**src/design/sbc_pkg.sv**
```systemverilog
// ----------------------------------------------------------------------------
// sbc_pkg
// Shared types, register indexes and defaults of the bar chart span generator.
// ----------------------------------------------------------------------------
`timescale 1ns / 1ps
`default_nettype none

package sbc_pkg;

  localparam int MAX_POINTS_DEF = 32;

  localparam int CFG_IDX_W  = 3;
  localparam int CFG_DATA_W = 16;
  localparam int SAMPLE_W   = 8;
  localparam int X_W        = 14;
  localparam int ROW_W      = 8;
  localparam int COLOR_W    = 16;
  localparam int PTS_W      = 6;

  localparam logic [CFG_IDX_W-1:0] CFG_X_ORIGIN      = 3'd0;
  localparam logic [CFG_IDX_W-1:0] CFG_Y_ORIGIN      = 3'd1;
  localparam logic [CFG_IDX_W-1:0] CFG_CHART_HEIGHT  = 3'd2;
  localparam logic [CFG_IDX_W-1:0] CFG_BAR_COLOR     = 3'd3;
  localparam logic [CFG_IDX_W-1:0] CFG_BAR_WIDTH     = 3'd4;
  localparam logic [CFG_IDX_W-1:0] CFG_POINTS_IN_USE = 3'd5;

  localparam logic [9:0]         X_ORIGIN_RST      = 10'd0;
  localparam logic [7:0]         Y_ORIGIN_RST      = 8'd0;
  localparam logic [7:0]         CHART_HEIGHT_RST  = 8'd64;
  localparam logic [15:0]        BAR_COLOR_RST     = 16'hFFFF;
  localparam logic [7:0]         BAR_WIDTH_RST     = 8'd1;
  localparam logic [PTS_W-1:0]   POINTS_IN_USE_RST = 6'd32;

  typedef struct packed {
    logic [9:0]       x_origin;
    logic [7:0]       y_origin;
    logic [7:0]       chart_height;
    logic [15:0]      bar_color;
    logic [7:0]       bar_px;
    logic [PTS_W-1:0] points_in_use;
  } cfg_t;

  typedef struct packed {
    logic [X_W-1:0]     x_left;
    logic [X_W-1:0]     x_right;
    logic [ROW_W-1:0]   row_first;
    logic [ROW_W-1:0]   row_end;
    logic [COLOR_W-1:0] span_color;
    logic               last;
  } span_t;

  typedef struct packed {
    logic  a_ok;
    span_t a;
    logic  b_ok;
    span_t b;
  } bar_spans_t;

  typedef enum logic [2:0] {
    ST_IDLE,
    ST_PRIME,
    ST_EVAL,
    ST_EMIT_B,
    ST_FLUSH
  } state_t;

endpackage

`default_nettype wire

```
**src/design/sbc_cfg_regs.sv**
```systemverilog
// ----------------------------------------------------------------------------
// sbc_cfg_regs
// Configuration register file, written through a plain index/data port.
// ----------------------------------------------------------------------------
`timescale 1ns / 1ps
`default_nettype none

module sbc_cfg_regs
  import sbc_pkg::*;
(
  input  wire logic                  clk,
  input  wire logic                  rst_n,
  input  wire logic                  cfg_we,
  input  wire logic [CFG_IDX_W-1:0]  cfg_index,
  input  wire logic [CFG_DATA_W-1:0] cfg_wdata,
  output cfg_t                       cfg
);

  cfg_t cfg_r;
  cfg_t cfg_nxt;

  always_comb begin
    cfg_nxt = cfg_r;
    if (cfg_we) begin
      case (cfg_index)
        CFG_X_ORIGIN:      cfg_nxt.x_origin      = cfg_wdata[9:0];
        CFG_Y_ORIGIN:      cfg_nxt.y_origin      = cfg_wdata[7:0];
        CFG_CHART_HEIGHT:  cfg_nxt.chart_height  = cfg_wdata[7:0];
        CFG_BAR_COLOR:     cfg_nxt.bar_color     = cfg_wdata[15:0];
        CFG_BAR_WIDTH:     cfg_nxt.bar_px        = cfg_wdata[7:0];
        CFG_POINTS_IN_USE: cfg_nxt.points_in_use = cfg_wdata[PTS_W-1:0];
        default:           cfg_nxt = cfg_r;
      endcase
    end
  end

  always_ff @(posedge clk) begin
    if (!rst_n) begin
      cfg_r.x_origin      <= X_ORIGIN_RST;
      cfg_r.y_origin      <= Y_ORIGIN_RST;
      cfg_r.chart_height  <= CHART_HEIGHT_RST;
      cfg_r.bar_color     <= BAR_COLOR_RST;
      cfg_r.bar_px        <= BAR_WIDTH_RST;
      cfg_r.points_in_use <= POINTS_IN_USE_RST;
    end else begin
      cfg_r <= cfg_nxt;
    end
  end

  assign cfg = cfg_r;

endmodule

`default_nettype wire

```
**src/design/sbc_store.sv**
```systemverilog
// ----------------------------------------------------------------------------
// sbc_store
// Sample store: one write port, one registered read port, per-entry valid bits.
// ----------------------------------------------------------------------------
`timescale 1ns / 1ps
`default_nettype none

module sbc_store
  import sbc_pkg::*;
#(
  parameter int DEPTH = MAX_POINTS_DEF,
  parameter int AW    = (DEPTH > 1) ? $clog2(DEPTH) : 1
)
(
  input  wire logic                clk,
  input  wire logic                rst_n,
  input  wire logic                rd_en,
  input  wire logic [AW-1:0]       rd_addr,
  output logic      [SAMPLE_W-1:0] rd_data,
  input  wire logic                wr_en,
  input  wire logic [AW-1:0]       wr_addr,
  input  wire logic [SAMPLE_W-1:0] wr_data
);

  logic [SAMPLE_W-1:0] mem [DEPTH];
  logic [DEPTH-1:0]    valid_r;
  logic [DEPTH-1:0]    valid_nxt;
  logic [SAMPLE_W-1:0] rd_data_r;
  logic                rd_valid_r;

  always_ff @(posedge clk) begin
    if (wr_en) begin
      mem[wr_addr] <= wr_data;
    end
    if (rd_en) begin
      rd_data_r <= mem[rd_addr];
    end
  end

  always_comb begin
    valid_nxt = valid_r;
    if (wr_en) begin
      valid_nxt[wr_addr] = 1'b1;
    end
  end

  // entries never written read as the reset value, zero
  always_ff @(posedge clk) begin
    if (!rst_n) begin
      valid_r    <= '0;
      rd_valid_r <= 1'b0;
    end else begin
      valid_r <= valid_nxt;
      if (rd_en) begin
        rd_valid_r <= valid_r[rd_addr];
      end
    end
  end

  assign rd_data = rd_valid_r ? rd_data_r : '0;

endmodule

`default_nettype wire

```
**src/design/sbc_span_calc.sv**
```systemverilog
// ----------------------------------------------------------------------------
// sbc_span_calc
// Works out the clear and fill spans of one bar from its old and new values.
// ----------------------------------------------------------------------------
`timescale 1ns / 1ps
`default_nettype none

module sbc_span_calc
  import sbc_pkg::*;
(
  input  wire cfg_t                       cfg,
  input  wire logic        [X_W-1:0]      x_left,
  input  wire logic signed [SAMPLE_W-1:0] old_val,
  input  wire logic signed [SAMPLE_W-1:0] new_val,
  output bar_spans_t                      spans
);

  logic [ROW_W-1:0] centre;
  logic [ROW_W-1:0] yo;
  logic [ROW_W-1:0] yn;
  logic             old_pos;
  logic             new_pos;
  logic [ROW_W-1:0] a_first;
  logic [ROW_W-1:0] a_end;
  logic [ROW_W-1:0] b_first;
  logic [ROW_W-1:0] b_end;
  logic             a_fill;
  logic             b_used;
  logic [X_W-1:0]   x_right;

  assign centre  = {1'b0, cfg.chart_height[7:1]};
  assign yo      = ROW_W'(cfg.y_origin + $unsigned(old_val) + centre);
  assign yn      = ROW_W'(cfg.y_origin + $unsigned(new_val) + centre);
  assign old_pos = (old_val > 0);
  assign new_pos = (new_val > 0);
  assign x_right = X_W'(x_left + {6'd0, cfg.bar_px});

  always_comb begin
    a_first = yo;
    a_end   = yn;
    a_fill  = 1'b0;
    b_first = centre;
    b_end   = yn;
    b_used  = 1'b0;
    case ({old_pos, new_pos})
      2'b00: begin
        if (old_val < new_val) begin
          a_first = yo;
          a_end   = yn;
        end else begin
          a_first = yn;
          a_end   = yo;
          a_fill  = 1'b1;
        end
      end
      2'b01: begin
        a_first = yo;
        a_end   = centre;
        b_first = centre;
        b_end   = yn;
        b_used  = 1'b1;
      end
      // a new value of zero also clears the positive bar here
      2'b10: begin
        a_first = centre;
        a_end   = yo;
        b_first = yn;
        b_end   = centre;
        b_used  = 1'b1;
      end
      2'b11: begin
        if (old_val > new_val) begin
          a_first = yn;
          a_end   = yo;
        end else begin
          a_first = yo;
          a_end   = yn;
          a_fill  = 1'b1;
        end
      end
      default: begin
        a_first = yo;
        a_end   = yn;
      end
    endcase
  end

  always_comb begin
    spans.a_ok         = (a_first < a_end);
    spans.a.x_left     = x_left;
    spans.a.x_right    = x_right;
    spans.a.row_first  = a_first;
    spans.a.row_end    = a_end;
    spans.a.span_color = a_fill ? cfg.bar_color : '0;
    spans.a.last       = 1'b0;
    spans.b_ok         = b_used && (b_first < b_end);
    spans.b.x_left     = x_left;
    spans.b.x_right    = x_right;
    spans.b.row_first  = b_first;
    spans.b.row_end    = b_end;
    spans.b.span_color = cfg.bar_color;
    spans.b.last       = 1'b0;
  end

endmodule

`default_nettype wire

```
**src/design/scrolling_bar_chart_span_gen.sv**
```systemverilog
// Path: a sample passes ST_PRIME and ST_EVAL; the first span comes from the first
// bar that repaints and waits in a pending register before reaching the output.
// Flow: a sample is taken only in ST_IDLE, so the next one waits until the last
// span of this one has moved on; the store read and write-back walk one bar a
// cycle and the output moves one span a cycle unless a stall holds them, and a bar
// giving two spans adds ST_EMIT_B. Reset: synchronous; config defaults return.
// ----------------------------------------------------------------------------
// scrolling_bar_chart_span_gen
// Scrolls samples through a store and emits the spans that repaint each bar.
// ----------------------------------------------------------------------------
`timescale 1ns / 1ps
`default_nettype none

module scrolling_bar_chart_span_gen
  import sbc_pkg::*;
#(
  parameter int MAX_POINTS = MAX_POINTS_DEF
)
(
  input  wire logic                        clk,
  input  wire logic                        rst_n,
  input  wire logic                        cfg_we,
  input  wire logic [CFG_IDX_W-1:0]        cfg_index,
  input  wire logic [CFG_DATA_W-1:0]       cfg_wdata,
  input  wire logic                        in_valid,
  output logic                             in_ready,
  input  wire logic signed [SAMPLE_W-1:0]  in_sample,
  output logic                             out_valid,
  input  wire logic                        out_ready,
  output logic [X_W-1:0]                   out_x_left,
  output logic [X_W-1:0]                   out_x_right,
  output logic [ROW_W-1:0]                 out_row_first,
  output logic [ROW_W-1:0]                 out_row_end,
  output logic [COLOR_W-1:0]               out_span_color,
  output logic                             out_last
);

  localparam int AW = (MAX_POINTS > 1) ? $clog2(MAX_POINTS) : 1;
  localparam logic [PTS_W:0] MAX_PTS = (PTS_W + 1)'(MAX_POINTS);

  cfg_t       cfg;
  bar_spans_t spans;

  state_t state_r, state_nxt;

  logic signed [SAMPLE_W-1:0] sample_r, sample_nxt;
  logic signed [SAMPLE_W-1:0] old_r, old_nxt;
  logic [AW-1:0]              n_r, n_nxt;
  logic [AW-1:0]              nlast_r, nlast_nxt;
  logic [X_W-1:0]             x_left_r, x_left_nxt;
  span_t                      slot_b_r, slot_b_nxt;
  span_t                      pend_r, pend_nxt;
  logic                       pend_valid_r, pend_valid_nxt;
  span_t                      out_r, out_nxt;
  logic                       out_valid_r, out_valid_nxt;

  logic [PTS_W:0]             pts;
  logic [PTS_W:0]             nlim;
  logic [AW:0]                n_plus2;
  logic signed [SAMPLE_W-1:0] new_val;
  logic [SAMPLE_W-1:0]        rd_data;
  logic                       rd_en;
  logic [AW-1:0]              rd_addr;
  logic                       wr_en;
  logic                       out_free;
  logic                       gen_ok;
  logic                       gen_valid;
  span_t                      gen_span;
  logic                       flush_move;
  logic                       advance;

  sbc_cfg_regs u_cfg (
    .clk       (clk),
    .rst_n     (rst_n),
    .cfg_we    (cfg_we),
    .cfg_index (cfg_index),
    .cfg_wdata (cfg_wdata),
    .cfg       (cfg)
  );

  sbc_store #(
    .DEPTH (MAX_POINTS),
    .AW    (AW)
  ) u_store (
    .clk     (clk),
    .rst_n   (rst_n),
    .rd_en   (rd_en),
    .rd_addr (rd_addr),
    .rd_data (rd_data),
    .wr_en   (wr_en),
    .wr_addr (n_r),
    .wr_data (new_val)
  );

  sbc_span_calc u_calc (
    .cfg     (cfg),
    .x_left  (x_left_r),
    .old_val (old_r),
    .new_val (new_val),
    .spans   (spans)
  );

  // bars in use, clamped to 1..MAX_POINTS
  assign pts  = {1'b0, cfg.points_in_use};
  assign nlim = (pts == '0) ? (PTS_W + 1)'(1) : ((pts > MAX_PTS) ? MAX_PTS : pts);

  assign n_plus2  = {1'b0, n_r} + (AW + 1)'(2);
  assign new_val  = (n_r == nlast_r) ? sample_r : $signed(rd_data);
  assign out_free = !out_valid_r || out_ready;
  assign gen_ok   = !pend_valid_r || out_free;

  always_ff @(posedge clk) begin
    if (!rst_n) begin
      state_r <= ST_IDLE;
    end else begin
      state_r <= state_nxt;
    end
  end

  always_comb begin
    state_nxt  = state_r;
    sample_nxt = sample_r;
    old_nxt    = old_r;
    n_nxt      = n_r;
    nlast_nxt  = nlast_r;
    x_left_nxt = x_left_r;
    slot_b_nxt = slot_b_r;
    in_ready   = 1'b0;
    rd_en      = 1'b0;
    rd_addr    = '0;
    wr_en      = 1'b0;
    gen_valid  = 1'b0;
    gen_span   = spans.a;
    flush_move = 1'b0;
    advance    = 1'b0;

    case (state_r)
      ST_IDLE: begin
        in_ready = 1'b1;
        if (in_valid) begin
          sample_nxt = in_sample;
          nlast_nxt  = AW'(nlim - (PTS_W + 1)'(1));
          n_nxt      = '0;
          x_left_nxt = {4'd0, cfg.x_origin};
          rd_en      = 1'b1;
          rd_addr    = '0;
          state_nxt  = ST_PRIME;
        end
      end
      ST_PRIME: begin
        old_nxt = $signed(rd_data);
        if (nlast_r != '0) begin
          rd_en   = 1'b1;
          rd_addr = AW'(1);
        end
        state_nxt = ST_EVAL;
      end
      ST_EVAL: begin
        if (gen_ok) begin
          wr_en   = 1'b1;
          old_nxt = new_val;
          // fetch the new value of the following bar
          if (n_plus2 <= {1'b0, nlast_r}) begin
            rd_en   = 1'b1;
            rd_addr = n_plus2[AW-1:0];
          end
          if (spans.a_ok) begin
            gen_valid = 1'b1;
            gen_span  = spans.a;
          end else if (spans.b_ok) begin
            gen_valid = 1'b1;
            gen_span  = spans.b;
          end
          if (spans.a_ok && spans.b_ok) begin
            slot_b_nxt = spans.b;
            state_nxt  = ST_EMIT_B;
          end else begin
            advance = 1'b1;
          end
        end
      end
      ST_EMIT_B: begin
        if (gen_ok) begin
          gen_valid = 1'b1;
          gen_span  = slot_b_r;
          advance   = 1'b1;
        end
      end
      ST_FLUSH: begin
        if (!pend_valid_r) begin
          state_nxt = ST_IDLE;
        end else if (out_free) begin
          flush_move = 1'b1;
          state_nxt  = ST_IDLE;
        end
      end
      default: begin
        state_nxt = ST_IDLE;
      end
    endcase

    if (advance) begin
      if (n_r == nlast_r) begin
        state_nxt = ST_FLUSH;
      end else begin
        n_nxt      = n_r + AW'(1);
        x_left_nxt = X_W'(x_left_r + {6'd0, cfg.bar_px});
        state_nxt  = ST_EVAL;
      end
    end
  end

  // one span is held back so the final one of a sample can be marked last
  always_comb begin
    pend_nxt       = pend_r;
    pend_valid_nxt = pend_valid_r;
    out_nxt        = out_r;
    out_valid_nxt  = out_valid_r && !out_ready;
    if (gen_valid) begin
      pend_nxt       = gen_span;
      pend_valid_nxt = 1'b1;
      if (pend_valid_r) begin
        out_nxt       = pend_r;
        out_valid_nxt = 1'b1;
      end
    end else if (flush_move) begin
      pend_valid_nxt = 1'b0;
      out_nxt        = pend_r;
      out_nxt.last   = 1'b1;
      out_valid_nxt  = 1'b1;
    end
  end

  always_ff @(posedge clk) begin
    if (!rst_n) begin
      pend_valid_r <= 1'b0;
      out_valid_r  <= 1'b0;
    end else begin
      pend_valid_r <= pend_valid_nxt;
      out_valid_r  <= out_valid_nxt;
    end
  end

  always_ff @(posedge clk) begin
    sample_r <= sample_nxt;
    old_r    <= old_nxt;
    n_r      <= n_nxt;
    nlast_r  <= nlast_nxt;
    x_left_r <= x_left_nxt;
    slot_b_r <= slot_b_nxt;
    pend_r   <= pend_nxt;
    out_r    <= out_nxt;
  end

  assign out_valid      = out_valid_r;
  assign out_x_left     = out_r.x_left;
  assign out_x_right    = out_r.x_right;
  assign out_row_first  = out_r.row_first;
  assign out_row_end    = out_r.row_end;
  assign out_span_color = out_r.span_color;
  assign out_last       = out_r.last;

endmodule

`default_nettype wire

```
**config.mk**
```make
export PLATFORM = sky130hd
export DESIGN_NAME = scrolling_bar_chart_span_gen
export DESIGN_NICKNAME = d
export VERILOG_FILES = /design/src/design/sbc_pkg.sv /design/src/design/sbc_cfg_regs.sv /design/src/design/sbc_store.sv /design/src/design/sbc_span_calc.sv /design/src/design/scrolling_bar_chart_span_gen.sv
export SDC_FILE = /design/constraint.sdc
export NUM_CORES = 1
export LEC_CHECK = 0
export ABC_AREA = 1
export BUFFER_PORTS_ARGS = -buffer_cell sky130_fd_sc_hd__buf_2
export CORE_ASPECT_RATIO = 0.8
export CORE_MARGIN = 2
export CORE_UTILIZATION = 67
export DETAILED_ROUTE_END_ITERATION = 10
export PLACE_DENSITY = 0.88
export SYNTH_ARGS = -nofsm -noshare
export SYNTH_HDL_FRONTEND = slang
export SYNTH_SLANG_ARGS = --single-unit
```
**constraint.sdc**
```tcl
create_clock -name clk -period 22.7 [get_ports clk]
set_input_delay 4.54 -clock clk [delete_from_list [all_inputs] [get_ports clk]]
set_output_delay 4.54 -clock clk [all_outputs]
set_load 0.01 [all_outputs]
```
=== Word level (Yosys, flattened, before mapping) ===
Memory sizes are Yosys's and may differ from the RTL's. A register that Yosys moved wholly into a read port is not among the register bits.
Cells that the tools add are included.

* Bits in registers: 316
* Memory bits (writable): 256
* Output and inout bits: 63
* Word-level logic and storage cells: 178
* Memories kept: 1

* Add/subtract/negate cells: 8
* Magnitude comparators: 11
* Equal/unequal tests: 20
* Muxes and demuxes: 76
* Bitwise gates (word level): 1
* Reductions and logical operators: 28

{| class="wikitable"
|+ Memory list
! name !! depth !! width !! read ports !! clocked after Yosys merged registers in !! write ports !! RTL line !! text
|-
| u_store.mem || 32 || 8 || 1 || 1 || 1 || sbc_store.sv:25 || <nowiki>logic [SAMPLE_W-1:0] mem [DEPTH];</nowiki>
|}

{| class="wikitable"
|+ Operators with widths
! operator !! count
|-
| $mux 61 || 4
|-
| $pmux 61 s2 || 1
|-
| $mux 33 || 3
|-
| $mux 8 || 9
|-
| $pmux 8 s4 || 2
|-
| $mux 14 || 4
|-
| $mux 5 || 8
|-
| $or 32x32->32 || 1
|-
| $mux 1 || 28
|-
| $lt 8x8->1 || 3
|-
| $mux 3 || 7
|-
| $reduce_and 2->1 || 9
|-
| $add 8x7->8 || 2
|-
| $add 8x8->8 || 2
|-
| $gt 8x1->1 const B || 2
|-
| $mux 16 || 1
|-
| $pmux 8 s2 || 1
|-
| $pmux 3 s5 || 1
|-
| $add 14x8->14 || 1
|-
| $eq 3x2->1 const B || 4
|-
| $lt 5x6->1 const B || 2
|-
| $pmux 5 s2 || 1
|-
| $eq 3x3->1 const B || 3
|-
| $ne 3x3->1 const B || 3
|-
| other kinds (28) || 42
|}

=== Depth between registers and ports, before layout ===
Gate-level depths: netlist (run 1).

* Word-level depth: 13
* Depth in mapped cells: 41
* Depth with buffers taken out: 39

=== By module ===
A second synthesis (run 1) with hierarchy kept.

* Cells, all modules: 2,824
* Area total of the unflattened synthesis: 27,825.4 µm²

{| class="wikitable"
|+ Modules (own cells, without submodules)
! module !! times used !! cells each !! area an instance (µm²) !! seq. area each (µm²)
|-
| sbc_store || 1 || 1,080 || 12,019.0 || 8,588.2
|-
| scrolling_bar_chart_span_gen || 1 || 929 || 10,322.4 || 6,606.3
|-
| sbc_span_calc || 1 || 508 || 3,320.7 || 0.0
|-
| sbc_cfg_regs || 1 || 307 || 2,163.3 || 1,121.1
|}

=== Worst setup path before layout (run 1) ===
OpenSTA, ideal clock, no wires.

* Path type: reg-to-reg
* Start: reg n_r[1]
* End: reg slot_b_r[10] (netlist bit), enable pin
* Library setup time: 552 ps
* Arrival time: 10,291 ps
* Data required time: 22,148 ps
* Setup slack: 11,857 ps
* Stages on the path, launching flop included: 30
* Period minus slack after synthesis: 10,843 ps
* Cells stage by stage: dfxtp_1 -> inv_1 -> ha_1 -> nor2_1 -> nand2_1 -> nor2_4 -> nand2_4 -> clkbuf_1 -> o21ai_0 -> inv_1 -> fa_1 -> inv_1 -> ha_1 -> a21oi_1 -> inv_1 -> a31oi_1 -> or2_2 -> nand2_1 -> a21oi_1 -> xor2_1 -> nand2_1 -> o221ai_1 -> nand4_1 -> o21a_1 -> ha_1 -> nand2_1 -> nor2_1 -> a211oi_1 -> nand3_2 -> nor3_1

* Cells in the longest elaborated chain, start to end: 9
* Elaborated cells between the ends (all ways): 26
* Classes of those cells: add/sub (2); order compare (5); eq/ne (4); mux (10); reduce/logical (5)

{| class="wikitable"
|+ RTL lines
! element !! RTL line !! text
|-
| from (decl) || scrolling_bar_chart_span_gen.sv:48 || <nowiki>logic [AW-1:0] n_r, n_nxt;</nowiki>
|-
| from (signal assigned) || scrolling_bar_chart_span_gen.sv:247 || <nowiki>n_r <= n_nxt;</nowiki>
|-
| $eq 5x5->1 * || scrolling_bar_chart_span_gen.sv:108 || <nowiki>assign new_val = (n_r == nlast_r) ? sample_r : $signed(rd_data);</nowiki>
|-
| $mux 8 * || scrolling_bar_chart_span_gen.sv:108 ||
|-
| net new_val[3] || scrolling_bar_chart_span_gen.sv:60 || <nowiki>logic signed [SAMPLE_W-1:0] new_val;</nowiki>
|-
| $add 8x8->8 / $gt 8x1->1 (equally long branches) || sbc_span_calc.sv:33, sbc_span_calc.sv:35 ||
|-
| $add 8x7->8, or another cell as far along || sbc_span_calc.sv:33 || <nowiki>assign yn = ROW_W'(cfg.y_origin + $unsigned(new_val) + centre);</nowiki>
|-
| $mux 8, or another cell as far along || sbc_span_calc.sv:72 || <nowiki>if (old_val > new_val) begin</nowiki>
|-
| $pmux 8 s4, or another cell as far along || sbc_span_calc.sv:45 || <nowiki>case ({old_pos, new_pos})</nowiki>
|-
| $lt 8x8->1 / $logic_and 1x1->1 (equally long branches) || sbc_span_calc.sv:89, sbc_span_calc.sv:96 ||
|-
| $logic_and 1x1->1 * || scrolling_bar_chart_span_gen.sv:174 || <nowiki>if (spans.a_ok && spans.b_ok) begin</nowiki>
|-
| $reduce_and 3->1 (no source line) * || -- ||
|-
| to (signal assigned) || scrolling_bar_chart_span_gen.sv:250 || <nowiki>slot_b_r <= slot_b_nxt;</nowiki>
|-
| to (decl) || scrolling_bar_chart_span_gen.sv:51 || <nowiki>span_t slot_b_r, slot_b_nxt;</nowiki>
|}

The timed path passes the listed nets; every way through them passes the cells marked *.
A chain may end at the register's enable or synchronous reset.

=== Final worst setup path (run 1) ===
* Start: reg n_r[1]
* End: reg out_r, in the netlist out_x_left[11], enable pin

* Cells in the longest elaborated chain, start to end: 13
* Elaborated cells between the ends (all ways): 31
* Classes of those cells: add/sub (2); order compare (5); eq/ne (5); mux (14); reduce/logical (5)

{| class="wikitable"
|+ RTL lines
! element !! RTL line !! text
|-
| $eq 5x5->1 * || scrolling_bar_chart_span_gen.sv:108 ||
|-
| $mux 8 * || scrolling_bar_chart_span_gen.sv:108 ||
|-
| net new_val[3] || scrolling_bar_chart_span_gen.sv:60 ||
|-
| parallel branches: the longest is 6 deep, another holds $add 8x8->8 || -- ||
|-
| $mux 1 * || scrolling_bar_chart_span_gen.sv:167 || <nowiki>if (spans.a_ok) begin</nowiki>
|-
| $mux 1 * || scrolling_bar_chart_span_gen.sv:159 || <nowiki>if (gen_ok) begin</nowiki>
|-
| $pmux 1 s2 * || scrolling_bar_chart_span_gen.sv:137 || <nowiki>case (state_r)</nowiki>
|-
| net gen_valid || scrolling_bar_chart_span_gen.sv:67 || <nowiki>logic gen_valid;</nowiki>
|-
| $ne 2x2->1 (no source line) / $reduce_bool 2->1 (equally long branches) || -- ||
|-
| $reduce_and 2->1 (no source line) * || -- ||
|-
| to (signal assigned) || scrolling_bar_chart_span_gen.sv:252 || <nowiki>out_r <= out_nxt;</nowiki>
|-
| to (decl) || scrolling_bar_chart_span_gen.sv:54 || <nowiki>span_t out_r, out_nxt;</nowiki>
|}

Mark *: on every way through the listed nets, which the timed path passes.

==> key figures, run 1 <==
Clocking
  – Resized cells post-CTS: 0
  – Num CTS Buffers: between 50 and 60
  – Cts-stage hold buffer count: 0
  – H-tree levels: 2
  – TritonCTS Sinks: 578
  – Worst-path clk slew: roughly 70 ps
  – CTS tree: done
  – Clock buffer depth: 3
  – Clock Latency Late Sink: between 600 and 700 ps
  – CTS Root Buffer Type: clkbuf_16
  – Post-CTS setup buffers: 0

Timing
  – Worst Skew: ~50 ps
  – Fin. Hold Viols: 0
  – Hold_ws: approximately 410 ps
  – RSZ-0062 raised after global routing: false
  – # setup viols final: 0
  – Setup TNS: 0 ps
  – Relative slew slack: -0.0253
  – Max Fclk: roughly 0.11 GHz
  – Slew Limit Fails: 2
  – Min Tclk post-route: 9280 ps
  – Period utilisation layout: 0.409
  – Worst-Margin Slew: between 1500 and 2000 ps
  – Worst setup margin: roughly 13,000 ps

Worst setup path
  – Crit Path Class: reg -> reg
  – Critical Path AT: 9530 ps
  – Setup crit start kind: flip-flop
  – Worst setup EP type: flip-flop
  – R2r setup slk: about 13,000 ps
  – R2R Path Start: n_r[1]$_DFF_P_
  – Worst path max stage delay: 1000 ps
  – Worst path slowest cell: o21ai_2
  – FF-to-FF path depth: 34
  – Critical Path RT: 22,950 ps
  – Worst flop-to-flop path endpoint: out_x_left[11]$_DFFE_PP_
  – Crit-path most repeated cell: nand2_1
  – Crit path max fanout: 63

Routing
  – Routed Antenna Nets: 0
  – Final wirelength: roughly 65,000 µm
  – DRT Pass-1 Iters: 6
  – Wire per inst: between 20 and 25 µm
  – Drt initial violations: 3,103
  – Via count: around 19,000
  – Vias per inst: approximately 6.5
  – DRC Markers: 0

Logic synthesis
  – Post-synthesis register bit count: 578
  – Syn. warnings: 0
  – Syn_nets: between 2,000 and 2,500
  – Top post-synthesis cells by area: edfxtp_1 (55%), dfxtp_1 (8.8%), nor2_1 (5.9%)
  – Ys async rst share: 0
  – Mapped Cells: between 2,000 and 2,500
  – Avg Cell Area, Syn: around 11 µm²
  – Synth top area share: 0.547
  – Synth area leader: edfxtp_1
  – Distinct cell type count after synthesis: 54
  – Mapped cell area: between 0.02 and 0.03 mm²
  – Post-synth EDFFs: around 470
  – Main synth FF type: edfxtp_1
  – Seq/Total Area, Yosys: 0.635

Layout
  – Ratio of cells with drive above 1 in the final layout: 0.0984
  – Commonest non-fill, non-tap cell in the layout: edfxtp_1
  – Most frequent cells in the layout: edfxtp_1 (466), nor2_1 (395), nand2_1 (304), o21ai_0 (220), inv_1 (166)
  – Syn-to-layout area delta: 9.88%
  – Post-route insts no fill: 2,958
  – Final net count: 2,528

Floorplan
  – Total core area: around 0.037 mm²
  – Row count: between 60 and 70
  – I/O pin count: between 90 and 100
  – Initial Util: 0.684
  – Die Ht: between 150 and 200 µm
  – Total die area: 0.0398 mm²
  – Die X: ~220 µm

Power and ir drop
  – Power Total: between 4 and 5 mW
  – VDD IR-drop max: 0.137 mV
  – Leak: around 11 nW
  – Pwr dens: roughly 150 mW/mm²

Job
  – Maxcap violations: 1

Place
  – Detailed-placement wirelength estimate: 41,400 µm
  – Dpl cells: between 2,000 and 3,000
  – Pre-CTS setup slack: around 14,000 ps
  – Port Buf Inserts: 94
  – RePlAce Congestion: around 0.92

Hold path
  – Hold endpoint: out_x_left[13]$_DFFE_PP_
  – Hold Startpoint: pend_r[60]$_DFFE_PP_
  – Worst Hold Class: reg -> reg
  – WHS Path Cells: 0

GRT
  – Total track usage: 0.324
  – Grt ovf: 0
  – Via count of the first global-routing pass: ~19,000
  – Largest net degree at the start of global routing: about 120
  – First-pass GRT wire length: ~100,000 µm
  – Antenna violations before repair: 2

Outcome
  – Failing checks: capacitance limit, slew limit
  – Status: complete, but fails checks
## layer usage
layer / part of all wire / track usage / up-vias
met5: 0 / 0 / -
met4: 0.031 / 0.112 / 0
met3: 0.13 / 0.0757 / 188
met2: 0.45 / 0.506 / 1316
met1: 0.39 / 0.454 / 9201
li1: - / - / 8485
## registers in the layout (all words and copies together) (netlist names)
register and flops:
pend_r 60, u_store.mem 256, x_left_r 14, old_r 8, out_x_left 14, u_store.rd_data_r 8
u_cfg.cfg 55, slot_b_r 60, nlast_r 5, n_r 5, out_span_color 16, out_last 1
out_row_end 8, pend_valid_r 1, state_r 3, out_row_first 8, u_store.rd_valid_r 1, u_store.valid_r 32
out_x_right 14, out_valid 1, sample_r 8
## per-stage QoR
stage          cell area, µm²   util
6_report                28100  0.752
5_1_grt                 28100  0.752
4_1_cts                 28100  0.752
3_5_place_dp            26400  0.706
3_3_place_gp            26400  0.706
2_1_floorplan           25600      -
## critical path, delay by kind of cell (launching register included)
family                   cells  cell delay [ps]
AO/OA/AOI/OAI                7             2180
adder cells (fa/ha/maj)      4             1520
buffers and inverters        6             1720
flip-flops                   1              530
XOR/XNOR                     1              290
AND/OR/NAND/NOR             16             2590
## area by class of cell
| class | count | area, µm² |
|---|---|---|
| flip-flops and latches | 578 | 16200 |
| fillers | 2304 | 9270 |
| multi-input cells | 1500 | 8230 |
| clock buffers | 63 | 1390 |
| inverters | 176 | 666 |
| repair buffers | 116 | 636 |
| well taps | 487 | 609 |
| clock inverters | 36 | 323 |
| diodes | 2 | 5.00 |
## how the worst max path moves through the flow
stage | from | slack [ps] | end | depth (start not counted)
floorplan | n_r[1]$_DFF_P_ | 11860 | slot_b_r[10]$_DFFE_PP_ | 29
global placement | n_r[1]$_DFF_P_ | 14040 | out_x_left[10]$_DFFE_PP_ | 34
detailed placement | n_r[1]$_DFF_P_ | 13550 | out_x_left[1]$_DFFE_PP_ | 34
CTS | n_r[1]$_DFF_P_ | 13470 | out_x_left[12]$_DFFE_PP_ | 34
global route | n_r[1]$_DFF_P_ | 12690 | out_x_left[11]$_DFFE_PP_ | 34
finish | n_r[1]$_DFF_P_ | 13420 | out_x_left[11]$_DFFE_PP_ | 34
## synthesized netlist by cell type, types with 4 or more instances
cell type / number
nand2_2: 11
a22oi_1: 4
o21ai_0: 223
mux2i_1: 6
buf_6: 5
o221ai_1: 19
nand2_4: 4
inv_2: 5
clkbuf_1: 103
xor2_1: 22
nor3_1: 20
buf_1: 4
dfxtp_1: 112
buf_2: 7
o32ai_1: 29
edfxtp_1: 466
o211ai_1: 37
or2_2: 4
xnor2_1: 7
nor4_1: 4
o311ai_0: 43
ha_1: 54
inv_1: 166
o21bai_1: 39
nor2_1: 399
clkinv_1: 4
nand3_1: 76
fa_1: 17
a31oi_1: 15
o21a_1: 6
a211oi_1: 5
nand2_1: 307
o21ai_1: 22
a21oi_1: 96
## cells by family after synthesis
kind of cell | count (synthesis) | synth area share
simple gates | 839 | 0.134
fa+ha+maj | 71 | 0.0397
compound gates | 555 | 0.134
xor+xnor | 29 | 0.00993
flops | 578 | 0.635
mux | 6 | 0.00235
buf+inv | 296 | 0.0455
## power breakdown
part           leakage (nW)  internal [mW]  switching, mW  total (mW)
registers              5.19           1.46         0.0785        1.54
logic                  4.56          0.494           1.27        1.76
clock network         0.827          0.477          0.399       0.876
total                  10.6           2.43           1.75        4.18
Power figures use the tool's default switching activity.
==> run 2: changes to the inputs <==
--- a/config.mk
+++ b/config.mk
@@ -9,9 +9,9 @@
 export BUFFER_PORTS_ARGS = -buffer_cell sky130_fd_sc_hd__buf_2
 export CORE_ASPECT_RATIO = 0.8
 export CORE_MARGIN = 2
-export CORE_UTILIZATION = 67
+export CORE_UTILIZATION = 62
 export DETAILED_ROUTE_END_ITERATION = 10
-export PLACE_DENSITY = 0.88
+export PLACE_DENSITY = 0.83
 export SYNTH_ARGS = -nofsm -noshare
 export SYNTH_HDL_FRONTEND = slang
 export SYNTH_SLANG_ARGS = --single-unit
==> constraint.sdc (replaced) <==
create_clock -name clk -period 9.3 [get_ports clk]
set_input_delay 1.86 -clock clk [delete_from_list [all_inputs] [get_ports clk]]
set_output_delay 1.86 -clock clk [all_outputs]
set_load 0.01 [all_outputs]
==> run 2 against run 1 <==
Against the previous run: the run now ends clean; sequential power up 140%; combinational power up 150%; largest cell class unchanged; utilization down 5.7 points; critical path depth down 2; wire length down 0.35%; clock skew down 28 ps; clock power up 150%; maximum frequency up 17%.
==> key figures, run 2 (same netlist as run 1, synthesis figures left out) <==
Floorplan
  – Die Ht: 186 µm (+3.9%)
  – Total die area: 0.0429 mm² (+7.9%)
  – I/O pin count: 95 (unchanged)
  – Initial Util: 0.629 (-0.0550)
  – Row count: 66 (+4.8%)
  – Die X: 231 µm (+3.9%)
  – Total core area: 0.0406 mm² (+8.7%)

Worst setup path
  – CP Launch Point: n_r[1]$_DFF_P_
  – Crit path max fanout: 21 (-67%)
  – Crit-path most repeated cell: nand2_1
  – Crit Path Class: reg -> reg
  – R2R Path Start: n_r[1]$_DFF_P_
  – Critical Path RT: 9590 ps (-13,360 ps)
  – Setup crit start kind: flip-flop
  – Worst path max stage delay: 850 ps (-150 ps)
  – Critical Path AT: 8200 ps (-1330 ps)
  – Worst path slowest cell: o21ai_2
  – Worst setup EP type: flip-flop

Place
  – Pre-CTS setup slack: 1480 ps (-12,070 ps)
  – RePlAce Congestion: 0.928 (+0.41%)
  – Dpl cell area: 0.0265 mm² (+0.51%)
  – Detailed-placement wirelength estimate: 41,000 µm (-1.1%)
  – Port Buf Inserts: 94 (unchanged)
  – Dpl cells: 2,919 (+2.2%)

Power and ir drop
  – Leak: 10.6 nW (+0.33%)
  – Pwr dens: 365 mW/mm² (+150%)
  – Power Total: 10.3 mW (+150%)
  – VDD IR-drop max: 0.314 mV (+130%)

Outcome
  – Status: complete, no violations

Layout
  – Final net count: 2,533 (+0.20%)
  – Ratio of cells with drive above 1 in the final layout: 0.0962 (-0.00222)
  – Commonest non-fill, non-tap cell in the layout: edfxtp_1
  – Most flop-heavy register: u_store.mem
  – Post-route insts no fill: 3,018 (+2.0%)
  – Max FFs per register: 256 (unchanged)
  – Diode count: 0 (-2)
  – Most frequent cells in the layout: edfxtp_1 (466), nor2_1 (395), nand2_1 (304), o21ai_0 (220), inv_1 (166)
  – Post-layout instance area: 0.0282 mm² (+0.47%)
  – Registers with the most flip-flops: u_store.mem x256, pend_r x60, slot_b_r x60
  – Syn-to-layout area delta: 10.4%
  – Core Util, Final: 0.695 (-0.0572)

GRT
  – Met3 Use GR: 0.0744 (-0.00126)
  – Grt ovf: 0 (unchanged)
  – Antenna violations before repair: 0 (-2)
  – GRT Max-Usage Layer: met2
  – Total track usage: 0.300 (-0.0238)
  – Via count of the first global-routing pass: 17,787 (-3.9%)
  – First-pass GRT wire length: 99,400 µm (-0.33%)
  – Largest net degree at the start of global routing: 78 (-33%)
  – GR met2 Demand/Resource: 0.457 (-0.0489)
  – M1 GR Usage: 0.429 (-0.0248)

Clocking
  – Post-CTS setup buffers: 0 (unchanged)
  – Cts-stage hold buffer count: 0 (unchanged)
  – CTS Root Buffer Type: clkbuf_16
  – Clock buffer depth: 3 (unchanged)
  – Worst-path clk slew: 60 ps (about the same)
  – CTS tree: done
  – H-tree levels: 2 (unchanged)
  – Resized cells post-CTS: 0 (unchanged)
  – TritonCTS Sinks: 578 (unchanged)
  – Clock Latency Late Sink: 590 ps (-30 ps)
  – Num CTS Buffers: 53 (unchanged)

Timing
  – Fin. Hold Viols: 0 (unchanged)
  – Setup TNS: 0 ps (unchanged)
  – Slew Limit Fails: 0 (-2)
  – Relative slew slack: 0.206 (+0.231)
  – Max Fclk: 0.126 GHz (+17%)
  – Worst Skew: 22.4 ps (-28.0 ps)
  – Min Tclk post-route: 7920 ps (-1360 ps)
  – Hold_ws: 418 ps (+3.42 ps)
  – RSZ-0062 raised after global routing: false
  – Worst setup margin: 1380 ps (-12,040 ps)
  – Worst-Margin Slew: 1190 ps (-332 ps)
  – # setup viols final: 0 (unchanged)
  – Period utilisation layout: 0.851 (+0.442)

Routing
  – Via count: 18,844 (-1.8%)
  – DRC Markers: 0 (unchanged)
  – Vias per inst: 6.24 (-3.8%)
  – Final wirelength: 64,600 µm (-0.35%)
  – Drt initial violations: 2,704 (-13%)
  – DRT Pass-1 Iters: 6 (unchanged)
  – Wire per inst: 21.4 µm (-2.3%)
  – Routed Antenna Nets: 0 (unchanged)

Hold path
  – Hold Startpoint: pend_r[28]$_DFFE_PP_
  – Worst Hold Class: reg -> reg

Job
  – Maxcap violations: 0 (-1)
run 2: power by group:
part           switching, mW  total, mW  internal [mW]
combinational           3.14       4.38           1.24
clock                  0.929       2.16           1.23
sequential             0.187       3.75           3.57
run 2: critical path, delay by kind of cell, from the launching register on:
family	cells	cell delay (ps)
AND/OR/NAND/NOR	12	2560
adder cells (fa/ha/maj)	5	1530
buffers and inverters	5	630
AO/OA/AOI/OAI	9	2150
XOR/XNOR	1	270
flip-flops	1	480
run 2: final timing paths:
kind / end / slack [ps] / cells after the start
worst max register to register: pend_r[7]$_DFFE_PP_ / 1380 / 32
worst max-delay path: pend_r[7]$_DFFE_PP_ / 1380 / 32
worst min register to register: out_row_first[3]$_DFFE_PP_ / 420 / 0
worst min-delay path: out_row_first[3]$_DFFE_PP_ / 420 / 0
run 2: final cells by class:
type	instances	area (µm²)
tap	544	681
clock buffer	84	1550
fill	2777	12400
multi-input combinational	1500	8230
inverter	176	666
timing repair buffer	121	698
clock inverter	15	164
sequential	578	16200
run 2: layer usage:
layer / wire, µm / share of wire / vias to the layer above
met5: 102 / 0.0016 / -
met4: 1890 / 0.029 / 2
met3: 7760 / 0.12 / 169
met2: 28700 / 0.44 / 1181
met1: 26100 / 0.40 / 8990
li1: - / - / 8502
